<file path="config.mk">
export PLATFORM = sky130hd
export DESIGN_NAME = oversample_average_ema_filter_unit
export DESIGN_NICKNAME = d
export VERILOG_FILES = /design/src/rtl/oaef_pkg.sv /design/src/rtl/oversample_average_ema_filter_unit.sv
export VERILOG_INCLUDE_DIRS = /design/src /design/src/rtl
export SDC_FILE = /design/constraint.sdc
export NUM_CORES = 1
export LEC_CHECK = 0
export BUFFER_PORTS_ARGS = -buffer_cell sky130_fd_sc_hd__buf_2
export CORE_UTILIZATION = 65
export DETAILED_ROUTE_END_ITERATION = 6
export PLACE_DENSITY = 0.87
export SLEW_MARGIN = 20
export SYNTH_ARGS = -nofsm -noshare
export SYNTH_HDL_FRONTEND = slang
export SYNTH_SLANG_ARGS = --single-unit
</file>
<file path="constraint.sdc">
create_clock -name i_clk -period 10.2 [get_ports i_clk]
set_clock_uncertainty 0.15 [all_clocks]
set_input_delay 1.53 -clock i_clk [delete_from_list [all_inputs] [get_ports i_clk]]
set_output_delay 1.53 -clock i_clk [all_outputs]
set_load 0.02 [all_outputs]
</file>
<file path="src/rtl/oversample_average_ema_filter_unit_defines.svh">
// Assertion macros for the oversampling average and EMA filter unit.
// Included by the RTL files that carry concurrent checks; needs no other file.
`ifndef OVERSAMPLE_AVERAGE_EMA_FILTER_UNIT_DEFINES_SVH
`define OVERSAMPLE_AVERAGE_EMA_FILTER_UNIT_DEFINES_SVH

`ifndef SYNTHESIS

`define OAEF_ASSERT_ALWAYS(label, clk, rst_n, expr) \
    label: assert property (@(posedge clk) disable iff (!(rst_n)) (expr)) \
        else $error("oaef check failed");

`define OAEF_ASSERT_IMPL(label, clk, rst_n, ante, cons) \
    label: assert property (@(posedge clk) disable iff (!(rst_n)) (ante) |-> (cons)) \
        else $error("oaef check failed");

`else

`define OAEF_ASSERT_ALWAYS(label, clk, rst_n, expr)

`define OAEF_ASSERT_IMPL(label, clk, rst_n, ante, cons)

`endif

`endif

</file>
<file path="src/rtl/oaef_pkg.sv">
// Types and constants of the oversampling average and EMA filter unit.
// Depends on nothing; used by the top level and the port declarations.
package oaef_pkg;

    localparam int DATA_W  = 16;
    localparam int ALPHA_W = 16;
    localparam int EMA_W   = 24;
    localparam int NUM_CH  = 2;

    localparam logic [ALPHA_W-1:0] ALPHA_RESET = 16'd6554;

    typedef struct packed {
        logic                     sensor_sel;
        logic signed [DATA_W-1:0] sample_value;
        logic                     sample_valid;
    } t_in_item;

    typedef struct packed {
        logic                     out_sensor;
        logic                     read_ok;
        logic signed [DATA_W-1:0] burst_average;
        logic signed [DATA_W-1:0] filtered_value;
    } t_out_item;

endpackage

</file>
<file path="src/rtl/oversample_average_ema_filter_unit.sv">
// Per-sensor burst averager with an exponential moving average filter.
// Depends on oaef_pkg and oversample_average_ema_filter_unit_defines.svh.
//
//   channel | direction | handshake                 | payload
//   in      | input     | i_in_valid / o_in_ready   | oaef_pkg::t_in_item
//   out     | output    | o_out_valid / i_out_ready | oaef_pkg::t_out_item
//   cfg     | input     | i_cfg_valid / o_cfg_ready | ema_alpha, 16 bits
//
// A sample that does not end a burst is summed in the idle state. The last sample of a burst
// that updates a seeded filter steps through PREP, DIV, SIGN, LOAD, MUL and UPD: a restoring
// divider that yields one quotient bit per cycle (SUM_W steps) and a bit-serial multiply over
// the 16 bits of alpha. Seeding skips MUL and UPD; with no valid sample it goes to DONE.
// Reset is synchronous and clears the per-sensor state; a configuration write waits for idle.
// A stalled output holds its transaction in the output register; the unit takes new input
// until the next burst result needs that register.

`include "oversample_average_ema_filter_unit_defines.svh"

module oversample_average_ema_filter_unit #(
    parameter int SAMPLES_PER_BURST = 32,
    parameter int NUM_SENSORS       = 2
) (
    input  logic                                 i_clk,
    input  logic                                 i_rst_n,
    input  logic                                 i_in_valid,
    output logic                                 o_in_ready,
    input  oaef_pkg::t_in_item                   i_in_data,
    output logic                                 o_out_valid,
    input  logic                                 i_out_ready,
    output oaef_pkg::t_out_item                  o_out_data,
    input  logic                                 i_cfg_valid,
    output logic                                 o_cfg_ready,
    input  logic [oaef_pkg::ALPHA_W-1:0]         i_cfg_data
);

    localparam int CNT_W  = $clog2(SAMPLES_PER_BURST + 1);
    localparam int IDX_W  = (SAMPLES_PER_BURST > 1) ? $clog2(SAMPLES_PER_BURST) : 1;
    localparam int SUM_W  = oaef_pkg::DATA_W + $clog2(SAMPLES_PER_BURST);
    localparam int STEP_W = $clog2(SUM_W);
    localparam int EMA_W  = oaef_pkg::EMA_W;
    localparam int DIFF_W = EMA_W + 1;
    localparam int DATA_W = oaef_pkg::DATA_W;
    localparam int NUM_CH = oaef_pkg::NUM_CH;

    localparam logic [IDX_W-1:0] LAST_IDX  = IDX_W'(SAMPLES_PER_BURST - 1);
    localparam logic [4:0]       NUM_SENS  = 5'(NUM_SENSORS);

    typedef enum logic [7:0] {
        ST_IDLE = 8'b0000_0001,
        ST_PREP = 8'b0000_0010,
        ST_DIV  = 8'b0000_0100,
        ST_SIGN = 8'b0000_1000,
        ST_LOAD = 8'b0001_0000,
        ST_MUL  = 8'b0010_0000,
        ST_UPD  = 8'b0100_0000,
        ST_DONE = 8'b1000_0000
    } t_state;

    t_state                        r_state;
    logic [oaef_pkg::ALPHA_W-1:0]  r_alpha;
    logic                          r_out_valid;
    oaef_pkg::t_out_item           r_out;

    logic signed [SUM_W-1:0]       r_sum    [NUM_CH];
    logic [CNT_W-1:0]              r_vcnt   [NUM_CH];
    logic [IDX_W-1:0]              r_sidx   [NUM_CH];
    logic signed [EMA_W-1:0]       r_ema    [NUM_CH];
    logic                          r_seeded [NUM_CH];

    logic                          r_ch;
    logic                          r_ok;
    logic                          r_neg;
    logic [SUM_W-1:0]              r_dq;
    logic [CNT_W-1:0]              r_cnt;
    logic [CNT_W-1:0]              r_rem;
    logic [STEP_W-1:0]             r_step;
    logic signed [DATA_W-1:0]      r_avg;
    logic signed [DIFF_W-1:0]      r_diff;
    logic signed [DIFF_W-1:0]      r_acc;
    logic [oaef_pkg::ALPHA_W-1:0]  r_alpha_sh;

    logic                          w_ch;
    logic                          w_ch_ok;
    logic                          w_last;
    logic                          w_emit;
    logic signed [SUM_W-1:0]       n_sum;
    logic [CNT_W-1:0]              n_cnt;
    logic [CNT_W:0]                w_rem_sh;
    logic                          w_qbit;
    logic [CNT_W-1:0]              n_rem;
    logic signed [DATA_W-1:0]      n_avg;
    logic signed [EMA_W-1:0]       w_x;
    logic signed [DIFF_W-1:0]      n_diff;
    logic signed [DIFF_W:0]        w_add;
    logic signed [DIFF_W-1:0]      n_acc;
    logic signed [EMA_W-1:0]       n_ema;

    assign o_in_ready  = (r_state == ST_IDLE) && !i_cfg_valid;
    assign o_cfg_ready = (r_state == ST_IDLE);
    assign o_out_valid = r_out_valid;
    assign o_out_data  = r_out;

    always_comb begin
        w_ch     = i_in_data.sensor_sel;
        w_ch_ok  = (5'(w_ch) < NUM_SENS);
        w_last   = (r_sidx[w_ch] == LAST_IDX);
        w_emit   = (r_state == ST_DONE) && (!r_out_valid || i_out_ready);
        n_sum    = r_sum[w_ch] + (i_in_data.sample_valid ?
                   SUM_W'(i_in_data.sample_value) : SUM_W'(0));
        n_cnt    = r_vcnt[w_ch] + CNT_W'(i_in_data.sample_valid);

        w_rem_sh = {r_rem, r_dq[SUM_W-1]};
        w_qbit   = (w_rem_sh >= {1'b0, r_cnt});
        n_rem    = w_qbit ? CNT_W'(w_rem_sh - {1'b0, r_cnt}) : w_rem_sh[CNT_W-1:0];

        n_avg    = r_neg ? -$signed(r_dq[DATA_W-1:0]) : $signed(r_dq[DATA_W-1:0]);
        w_x      = {r_avg, 8'b0};
        n_diff   = DIFF_W'(w_x) - DIFF_W'(r_ema[r_ch]);

        w_add    = (DIFF_W + 1)'(r_acc) + (r_alpha_sh[0] ? (DIFF_W + 1)'(r_diff)
                                                        : (DIFF_W + 1)'(0));
        n_acc    = w_add[DIFF_W:1];
        n_ema    = r_ema[r_ch] + r_acc[EMA_W-1:0];
    end

    always_ff @(posedge i_clk) begin
        if (!i_rst_n) begin
            r_state     <= ST_IDLE;
            r_alpha     <= oaef_pkg::ALPHA_RESET;
            r_out_valid <= 1'b0;
            for (int i = 0; i < NUM_CH; i++) begin
                r_sum[i]    <= '0;
                r_vcnt[i]   <= '0;
                r_sidx[i]   <= '0;
                r_ema[i]    <= '0;
                r_seeded[i] <= 1'b0;
            end
        end else begin
            if (i_cfg_valid && o_cfg_ready) begin
                r_alpha <= i_cfg_data;
            end
            if (w_emit) begin
                r_out_valid <= 1'b1;
            end else if (r_out_valid && i_out_ready) begin
                r_out_valid <= 1'b0;
            end
            case (r_state)
                ST_IDLE: begin
                    if (i_in_valid && o_in_ready && w_ch_ok) begin
                        if (w_last) begin
                            r_sum[w_ch]  <= '0;
                            r_vcnt[w_ch] <= '0;
                            r_sidx[w_ch] <= '0;
                            r_state      <= (n_cnt == '0) ? ST_DONE : ST_PREP;
                        end else begin
                            r_sum[w_ch]  <= n_sum;
                            r_vcnt[w_ch] <= n_cnt;
                            r_sidx[w_ch] <= r_sidx[w_ch] + IDX_W'(1);
                        end
                    end
                end
                ST_PREP: r_state <= ST_DIV;
                ST_DIV: begin
                    if (r_step == '0) begin
                        r_state <= ST_SIGN;
                    end
                end
                ST_SIGN: r_state <= ST_LOAD;
                ST_LOAD: begin
                    if (r_seeded[r_ch]) begin
                        r_state <= ST_MUL;
                    end else begin
                        r_ema[r_ch]    <= w_x;
                        r_seeded[r_ch] <= 1'b1;
                        r_state        <= ST_DONE;
                    end
                end
                ST_MUL: begin
                    if (r_step == '0) begin
                        r_state <= ST_UPD;
                    end
                end
                ST_UPD: begin
                    r_ema[r_ch] <= n_ema;
                    r_state     <= ST_DONE;
                end
                ST_DONE: begin
                    if (w_emit) begin
                        r_state <= ST_IDLE;
                    end
                end
                default: r_state <= ST_IDLE;
            endcase
        end
    end

    always_ff @(posedge i_clk) begin
        case (r_state)
            ST_IDLE: begin
                r_ch  <= w_ch;
                r_dq  <= n_sum;
                r_neg <= n_sum[SUM_W-1];
                r_cnt <= n_cnt;
                r_ok  <= (n_cnt != '0);
                r_avg <= '0;
            end
            ST_PREP: begin
                if (r_neg) begin
                    r_dq <= -r_dq;
                end
                r_rem  <= '0;
                r_step <= STEP_W'(SUM_W - 1);
            end
            ST_DIV: begin
                r_rem  <= n_rem;
                r_dq   <= {r_dq[SUM_W-2:0], w_qbit};
                r_step <= r_step - STEP_W'(1);
            end
            ST_SIGN: r_avg <= n_avg;
            ST_LOAD: begin
                r_diff     <= n_diff;
                r_acc      <= '0;
                r_alpha_sh <= r_alpha;
                r_step     <= STEP_W'(oaef_pkg::ALPHA_W - 1);
            end
            ST_MUL: begin
                r_acc      <= n_acc;
                r_alpha_sh <= r_alpha_sh >> 1;
                r_step     <= r_step - STEP_W'(1);
            end
            ST_DONE: begin
                if (!r_out_valid || i_out_ready) begin
                    r_out.out_sensor     <= r_ch;
                    r_out.read_ok        <= r_ok;
                    r_out.burst_average  <= r_avg;
                    r_out.filtered_value <= r_ema[r_ch][EMA_W-1:8];
                end
            end
            default: ;
        endcase
    end

    `OAEF_ASSERT_ALWAYS(a_sidx_range, i_clk, i_rst_n,
        (r_sidx[0] <= LAST_IDX) && (r_sidx[1] <= LAST_IDX))
    `OAEF_ASSERT_ALWAYS(a_vcnt_le_sidx, i_clk, i_rst_n,
        (r_vcnt[0] <= r_sidx[0]) && (r_vcnt[1] <= r_sidx[1]))
    `OAEF_ASSERT_IMPL(a_mul_seeded, i_clk, i_rst_n, r_state == ST_MUL, r_seeded[r_ch])
    `OAEF_ASSERT_IMPL(a_quot_range, i_clk, i_rst_n, r_state == ST_SIGN, r_dq <= SUM_W'(32768))
    `OAEF_ASSERT_IMPL(a_fail_zero, i_clk, i_rst_n,
        o_out_valid && !o_out_data.read_ok, o_out_data.burst_average == 16'sd0)

endmodule
</file>
# --- After elaboration in Yosys (flattened, before gate mapping) ---
# Memories as Yosys holds them, arrays and structs flattened. A register that Yosys moved wholly into a read port is not among the register bits.
# Cells that the tools add are included.
totals:
  input_bits: 39
  elab_cells: 139
  out_inout_bits: 37
  regBits: 182
  memories: 5
  mem_bits_rw: 114
mem_list:
  columns: ["name", "words", "word_bits", "rd", "rd_ports_with_merged_regs", "wr", "line", "source"]
  rows:
  - ["r_ema", 2, 24, 1, 1, 2, "oversample_average_ema_filter_unit.sv:67", "logic signed [EMA_W-1:0] r_ema [NUM_CH];"]
  - ["r_sum", 2, 21, 1, 0, 2, "oversample_average_ema_filter_unit.sv:64", "logic signed [SUM_W-1:0] r_sum [NUM_CH];"]
  - ["r_vcnt", 2, 6, 1, 0, 2, "oversample_average_ema_filter_unit.sv:65", "logic [CNT_W-1:0] r_vcnt [NUM_CH];"]
  - ["r_sidx", 2, 5, 1, 0, 2, "oversample_average_ema_filter_unit.sv:66", "logic [IDX_W-1:0] r_sidx [NUM_CH];"]
  - ["r_seeded", 2, 1, 1, 1, 2, "oversample_average_ema_filter_unit.sv:68", "logic r_seeded [NUM_CH];"]
classes:
  add_sub_neg: 10
  n_reduce_logical: 26
  bitwise_logic: 4
  magnitude_cmp: 1
  n_mux: 60
  n_eq_ne: 15
op_table:
  columns: ["cell", "n"]
  rows:
  - ["$mux W21", 4]
  - ["$pmux W16 S2", 2]
  - ["$pmux W8 S8", 1]
  - ["$pmux W21 S3", 1]
  - ["$mux W8", 7]
  - ["$pmux W25 S2", 1]
  - ["$mux W24", 2]
  - ["$mux W1", 33]
  - ["$add A25 B26 Y26", 1]
  - ["$mux W26", 1]
  - ["$sub A24 B24 Y25", 1]
  - ["$add A24 B24 Y24", 1]
  - ["$reduce_or A24 Y1", 1]
  - ["$add A21 B21 Y21", 1]
  - ["$neg A21 Y21", 1]
  - ["$reduce_or A21 Y1", 1]
  - ["$mux W6", 3]
  - ["$mux W16", 1]
  - ["$neg A16 Y16", 1]
  - ["$pmux W5 S3", 1]
  - ["$pmux W6 S2", 1]
  - ["$mux W5", 2]
  - ["$eq A8 B1 Y1 const B", 1]
  - ["$eq A8 B2 Y1 const B", 1]
  - ["other kinds (29)", 46]

# --- Depth between registers and ports, before layout ---
logic_depth:
  word_depth: 10
  mapped_depth: 16
  depth_no_buf: 12

# --- Worst setup path before layout ---
# OpenSTA, ideal clock, no wires.
synth_timing:
  kind: "input to register"
  from: "input i_in_data[17] (netlist bit)"
  to: "register r_dq[20] (data pin)"
  arrival_ps: 5507
  cell_stages: 15
  slack_ps: 4260
  path_buffers: 4
  cell_sequence: "clkbuf_1 -> clkbuf_1 -> clkbuf_1 -> clkbuf_1 -> mux2_2 -> ha_1 -> fa_1 -> a21o_1 -> a221oi_1 -> nand2b_1 -> a21oi_1 -> or3_1 -> a41oi_1 -> xor2_1 -> o21ai_1"
synth_between:
  elab_chain_len: 3
synth_rtl:
  columns: ["element", "line", "source"]
  rows:
  - ["start, declared", "oversample_average_ema_filter_unit.sv:27", "input oaef_pkg::t_in_item i_in_data,"]
  - ["$mem_v2 Z2 W21", null, null]
  - ["$add A21 B21 Y21", "oversample_average_ema_filter_unit.sv:108", "n_sum = r_sum[w_ch] + (i_in_data.sample_valid ?"]
  - ["$pmux W21 S3", "oversample_average_ema_filter_unit.sv:198", "case (r_state)"]
  - ["end signal, assigned", "oversample_average_ema_filter_unit.sv:201", "r_dq <= n_sum;"]
  - ["end signal, assigned", "oversample_average_ema_filter_unit.sv:209", "r_dq <= -r_dq;"]
  - ["end signal, assigned", "oversample_average_ema_filter_unit.sv:216", "r_dq <= {r_dq[SUM_W-2:0], w_qbit};"]
  - ["end, declared", "oversample_average_ema_filter_unit.sv:73", "logic [SUM_W-1:0] r_dq;"]
# Every way passes these cells.
# A chain may end at the register's enable or synchronous reset.

==> qor.csv <==
stage,metric,value,unit
status,outcome,"finished, violations left",
status,failing checks,DRC,
setup_path,FF-to-FF setup slack,5.99,ns
cells_and_area,summed area of non-filler cells in the final layout,19100,µm²
synthesis,commonest cells in the netlist,"sky130_fd_sc_hd__edfxtp_1 (269), sky130_fd_sc_hd__nor2_1 (197), sky130_fd_sc_hd__nand2_1 (178)",
clocking,number of resized instances in the post-cts repair step,0,
timing,Tightest Pin Transition,1.12,ns
timing,final critical-path required period,5.35,ns
timing,final hold slack,0.252,ns
synthesis,multiplexer fraction of the synthesized cell area,4.02,%
synthesis,cell area after synthesis,17300,µm²
synthesis,most repeated cell in the gate-level netlist after synthesis,sky130_fd_sc_hd__edfxtp_1,
min_path,number of cells on the worst hold path,0,
floorplan,IO Pins,76,
detailed_routing,Antenna Violating Nets Remaining,0,
synthesis,average cell area after synthesis,10.3,µm²
run,max-capacitance violation count,0,
min_path,Hold Path Sink,o_out_data[32],
detailed_routing,drc violations,2,
synthesis,asr flop ratio synth,0,%
timing,fmax,187,MHz
floorplan,Die ar.,27300,µm²
timing,final setup violation count,0,
clocking,cell chosen for the clock root,sky130_fd_sc_hd__clkbuf_16,
clocking,clock latency at the later pin of the worst-skew pair,0.60,ns
synthesis,number of synthesis warnings,0,
setup_path,worst-path cell chain,buf_2 > mux2_2 > ha_1 > fa_1 > a21o_1 > a221oi_1 > nand2b_1 > a21oi_1 > or3_1 > a41oi_1 > xor2_1 > nor2_1,
timing,Slew Limit Fails,0,
synthesis,largest family of logic cells by synthesized area,simple AND/OR/NAND/NOR gates,
synthesis,count of distinct cell types in the synthesized netlist,68,
synthesis,Area contributors post-synth,"sky130_fd_sc_hd__edfxtp_1 (47%), sky130_fd_sc_hd__ha_1 (7.0%), sky130_fd_sc_hd__nor2_1 (4.3%)",
synthesis,Most used DFF post-synth,sky130_fd_sc_hd__edfxtp_1,
floorplan,floorplan row count,59,
floorplan,die span in y,165,µm
synthesis,flop and latch count out of synthesis,297,
cells_and_area,Final #Nets,1872,
setup_path,critical path arrival,5.49,ns
global_route,Overflow after GRT,0,
detailed_routing,final wirelength,39.0,mm
setup_path,biggest cell delay along the critical path,0.76,ns
cells_and_area,share of layout cells above drive strength 1,11.0,%
clocking,total of hold buffers inserted after clock tree synthesis,0,
synthesis,area share of the largest cell type after synthesis,46.6,%
global_route,largest net degree at the start of global routing,46,
pwr,static leakage,7.61,nW
global_route,vias in the first global route,12700,
placement,final HPWL from detailed placement,27.6,mm
synthesis,"synthesized-area fraction occupied by ao, oa, aoi and oai cells",12.7,%
timing,RSZ-0062 raised after global routing,false,
setup_path,top fanout value on the critical path,45,
cells_and_area,P&R area growth vs syn,10.1,%
synthesis,"basic-gate share of the synthesized area counting and, or, nand and nor cells",16.6,%
detailed_routing,per-cell routed wire length,18.6,µm
clocking,clock-pin slew reported for the worst setup and hold paths after clock tree synthesis,0.06,ns
pwr,peak supply drop,0.000139,V
setup_path,endpoint of the lowest-slack register-to-register path,r_ema[0][23],
clocking,number of buffers inserted to repair setup after CTS,0,
synthesis,number of nets in the synthesized netlist,1819,
timing,final worst-path cycle share,52.5,%
cells_and_area,utilization after layout,73.0,%
clocking,H-Tree Depth,1,
floorplan,CORE AREA,26100,µm²
timing,final hold violation count,0,
clocking,CTS max path bufs,3,
global_route,global-route wire length before repair,62.5,mm
placement,RePlAce Congestion,0.936,
clocking,clock tree from TritonCTS,done,
global_route,initial antenna violation count,0,
min_path,critical hold path startpoint,r_ok,
clocking,number of buffers added by the clock tree synthesis step,31,
setup_path,cell with the largest stage delay on the worst path,sky130_fd_sc_hd__buf_2,
detailed_routing,total vias in the final route,12900,
global_route,global-route total usage across every layer,29.1,%
detailed_routing,via/cell ratio,6.18,
synthesis,cell count after synthesis,1679,
setup_path,startpoint kind of the worst setup timing path,primary input,
synthesis,post-synth top area cell,sky130_fd_sc_hd__edfxtp_1,
placement,cell area after placement,18000,µm²
timing,post-route setup TNS,0,ns
detailed_routing,iteration count of the initial detailed-routing pass,7,
synthesis,post-synthesis sequential area ratio,49.8,%
pwr,Power per Cell Area,217,nW/µm²
min_path,Hold WC Path Type,flip-flop to flip-flop,
setup_path,reg2reg path depth,11,
detailed_routing,DRT iter0 DRCs,1319,
pwr,post-layout power,4.14,mW
synthesis,post-synthesis share of cell area spent on xor and xnor gates,6.37,%
synthesis,number of flops mapped to enable cells by yosys,269,
timing,worst-case headroom to the max-slew limit,25.6,%
setup_path,Critical Path End Type,flip-flop,
synthesis,adder-cell share of the synthesized area,7.47,%
setup_path,gate family responsible for the most delay along the worst path,compound AO/OA/AOI/OAI gates,
setup_path,Setup Crit Path Kind,primary input to flip-flop,
setup_path,"Buf+Inv Stages, Crit Path",1,
floorplan,Die Wd,165,µm
placement,IO buf count,75,
floorplan,initial standard-cell utilization of the core,66.3,%
cells_and_area,total inserted antenna cells,0,
setup_path,CP Data Required Time,10.34,ns
clocking,sink count of the clock tree,297,
[state kept, by name, summed over array words and instances, names as in the netlist, named ones only]
| name | flops |
|---|---|
| o_out_data | 34 |
| o_out_valid | 1 |
| r_acc | 25 |
| r_alpha | 16 |
| r_alpha_sh | 16 |
| r_avg | 16 |
| r_ch | 1 |
| r_cnt | 6 |
| r_diff | 25 |
| r_dq | 21 |
| r_ema | 48 |
| r_neg | 1 |
| r_ok | 1 |
| r_rem | 6 |
| r_seeded | 2 |
| r_sidx | 10 |
| r_state | 8 |
| r_step | 5 |
| r_sum | 42 |
| r_vcnt | 12 |
[worst register-to-register path, cell delays in order (launching register included)]
cell and delay [ns]:
sky130_fd_sc_hd__dfxtp_1 0.33, sky130_fd_sc_hd__buf_4 0.42, sky130_fd_sc_hd__mux2i_1 0.46, sky130_fd_sc_hd__inv_1 0.08, sky130_fd_sc_hd__ha_1 0.37, sky130_fd_sc_hd__nand4b_1 0.24, sky130_fd_sc_hd__a211oi_1 0.51, sky130_fd_sc_hd__nor4_1 0.17
sky130_fd_sc_hd__a2111oi_0 0.72, sky130_fd_sc_hd__o21ai_0 0.18, sky130_fd_sc_hd__a31oi_1 0.25, sky130_fd_sc_hd__nor2_1 0.07
[kinds of logic after synthesis]
| group | Yosys count |
|---|---|
| compound gates | 343 |
| xor+xnor | 126 |
| fa+ha+maj | 101 |
| buf+inv | 135 |
| flops | 297 |
| mux | 66 |
| simple gates | 611 |
[worst max path at each step]
stage | from | endpoint | slack [ns] | cells past startpoint
global route | i_in_data[17] | r_sum[0][20] | 4.58 | 12
floorplan | i_in_data[17] | r_dq[20] | 4.26 | 15
global placement | i_in_data[17] | r_sum[0][20] | 4.47 | 12
CTS | i_in_data[17] | r_sum[0][20] | 4.95 | 12
detailed placement | i_in_data[17] | r_sum[0][20] | 4.33 | 12
finish | i_in_data[17] | r_sum[0][20] | 4.85 | 12
[cell type report]
class	instances	area, µm²
Clock buffer	36	805
Clock inverter	22	280
Fill cell	1804	7060
Inverter	68	255
Multi-Input combinational cell	1247	8210
Sequential cell	297	8640
Tap cell	335	419
Timing Repair Buffer	87	465
[layout by cell type (no fill, tap or decap), types with 7 or more instances in the layout]
| master | count |
|---|---|
| sky130_fd_sc_hd__edfxtp_1 | 269 |
| sky130_fd_sc_hd__nor2_1 | 196 |
| sky130_fd_sc_hd__nand2_1 | 177 |
| sky130_fd_sc_hd__a21oi_1 | 107 |
| sky130_fd_sc_hd__ha_1 | 97 |
| sky130_fd_sc_hd__buf_2 | 75 |
| sky130_fd_sc_hd__xnor2_1 | 70 |
| sky130_fd_sc_hd__inv_1 | 68 |
| sky130_fd_sc_hd__o21ai_0 | 68 |
| sky130_fd_sc_hd__and2_1 | 62 |
| sky130_fd_sc_hd__xor2_1 | 56 |
| sky130_fd_sc_hd__a21o_1 | 44 |
| sky130_fd_sc_hd__mux2i_1 | 37 |
| sky130_fd_sc_hd__nand3_1 | 34 |
| sky130_fd_sc_hd__clkbuf_16 | 31 |
| sky130_fd_sc_hd__mux2_2 | 29 |
| sky130_fd_sc_hd__dfxtp_1 | 28 |
| sky130_fd_sc_hd__nor3_1 | 26 |
| sky130_fd_sc_hd__nor2b_1 | 19 |
| sky130_fd_sc_hd__a22oi_1 | 17 |
| sky130_fd_sc_hd__nand2b_1 | 15 |
| sky130_fd_sc_hd__nand4_1 | 15 |
| sky130_fd_sc_hd__a31oi_1 | 13 |
| sky130_fd_sc_hd__o21bai_1 | 13 |
| sky130_fd_sc_hd__buf_4 | 12 |
| sky130_fd_sc_hd__or2_2 | 11 |
| sky130_fd_sc_hd__o211ai_1 | 10 |
| sky130_fd_sc_hd__and3_1 | 9 |
| sky130_fd_sc_hd__a211oi_1 | 9 |
| sky130_fd_sc_hd__nor4_1 | 8 |
| sky130_fd_sc_hd__clkinv_2 | 8 |
| sky130_fd_sc_hd__nor3b_1 | 7 |
[power breakdown]
group	internal, mW	switching (mW)	leakage [nW]	total [mW]
combinational	0.498	0.724	4.24	1.22
sequential	1.54	0.158	2.84	1.70
clock	0.718	0.495	0.534	1.21
[metal layers]
layer / GRT usage [%] / up-vias / part of all wire, %
met3: 3.77 / 89 / 6.2
li1: - / 6165 / -
met5: 0 / - / 0
met4: 9.84 / 0 / 3.0
met1: 36.8 / 6182 / 41
met2: 51.2 / 492 / 50
[through the flow]
stage          std cells  setup slack (ns)
5_1_grt             2092              4.58
3_5_place_dp        2034              4.33
4_1_cts             2092              4.95
2_1_floorplan       1679              4.26
6_report            2092              4.85
3_3_place_gp        2034              4.47
(Power assumes the default switching activity.)
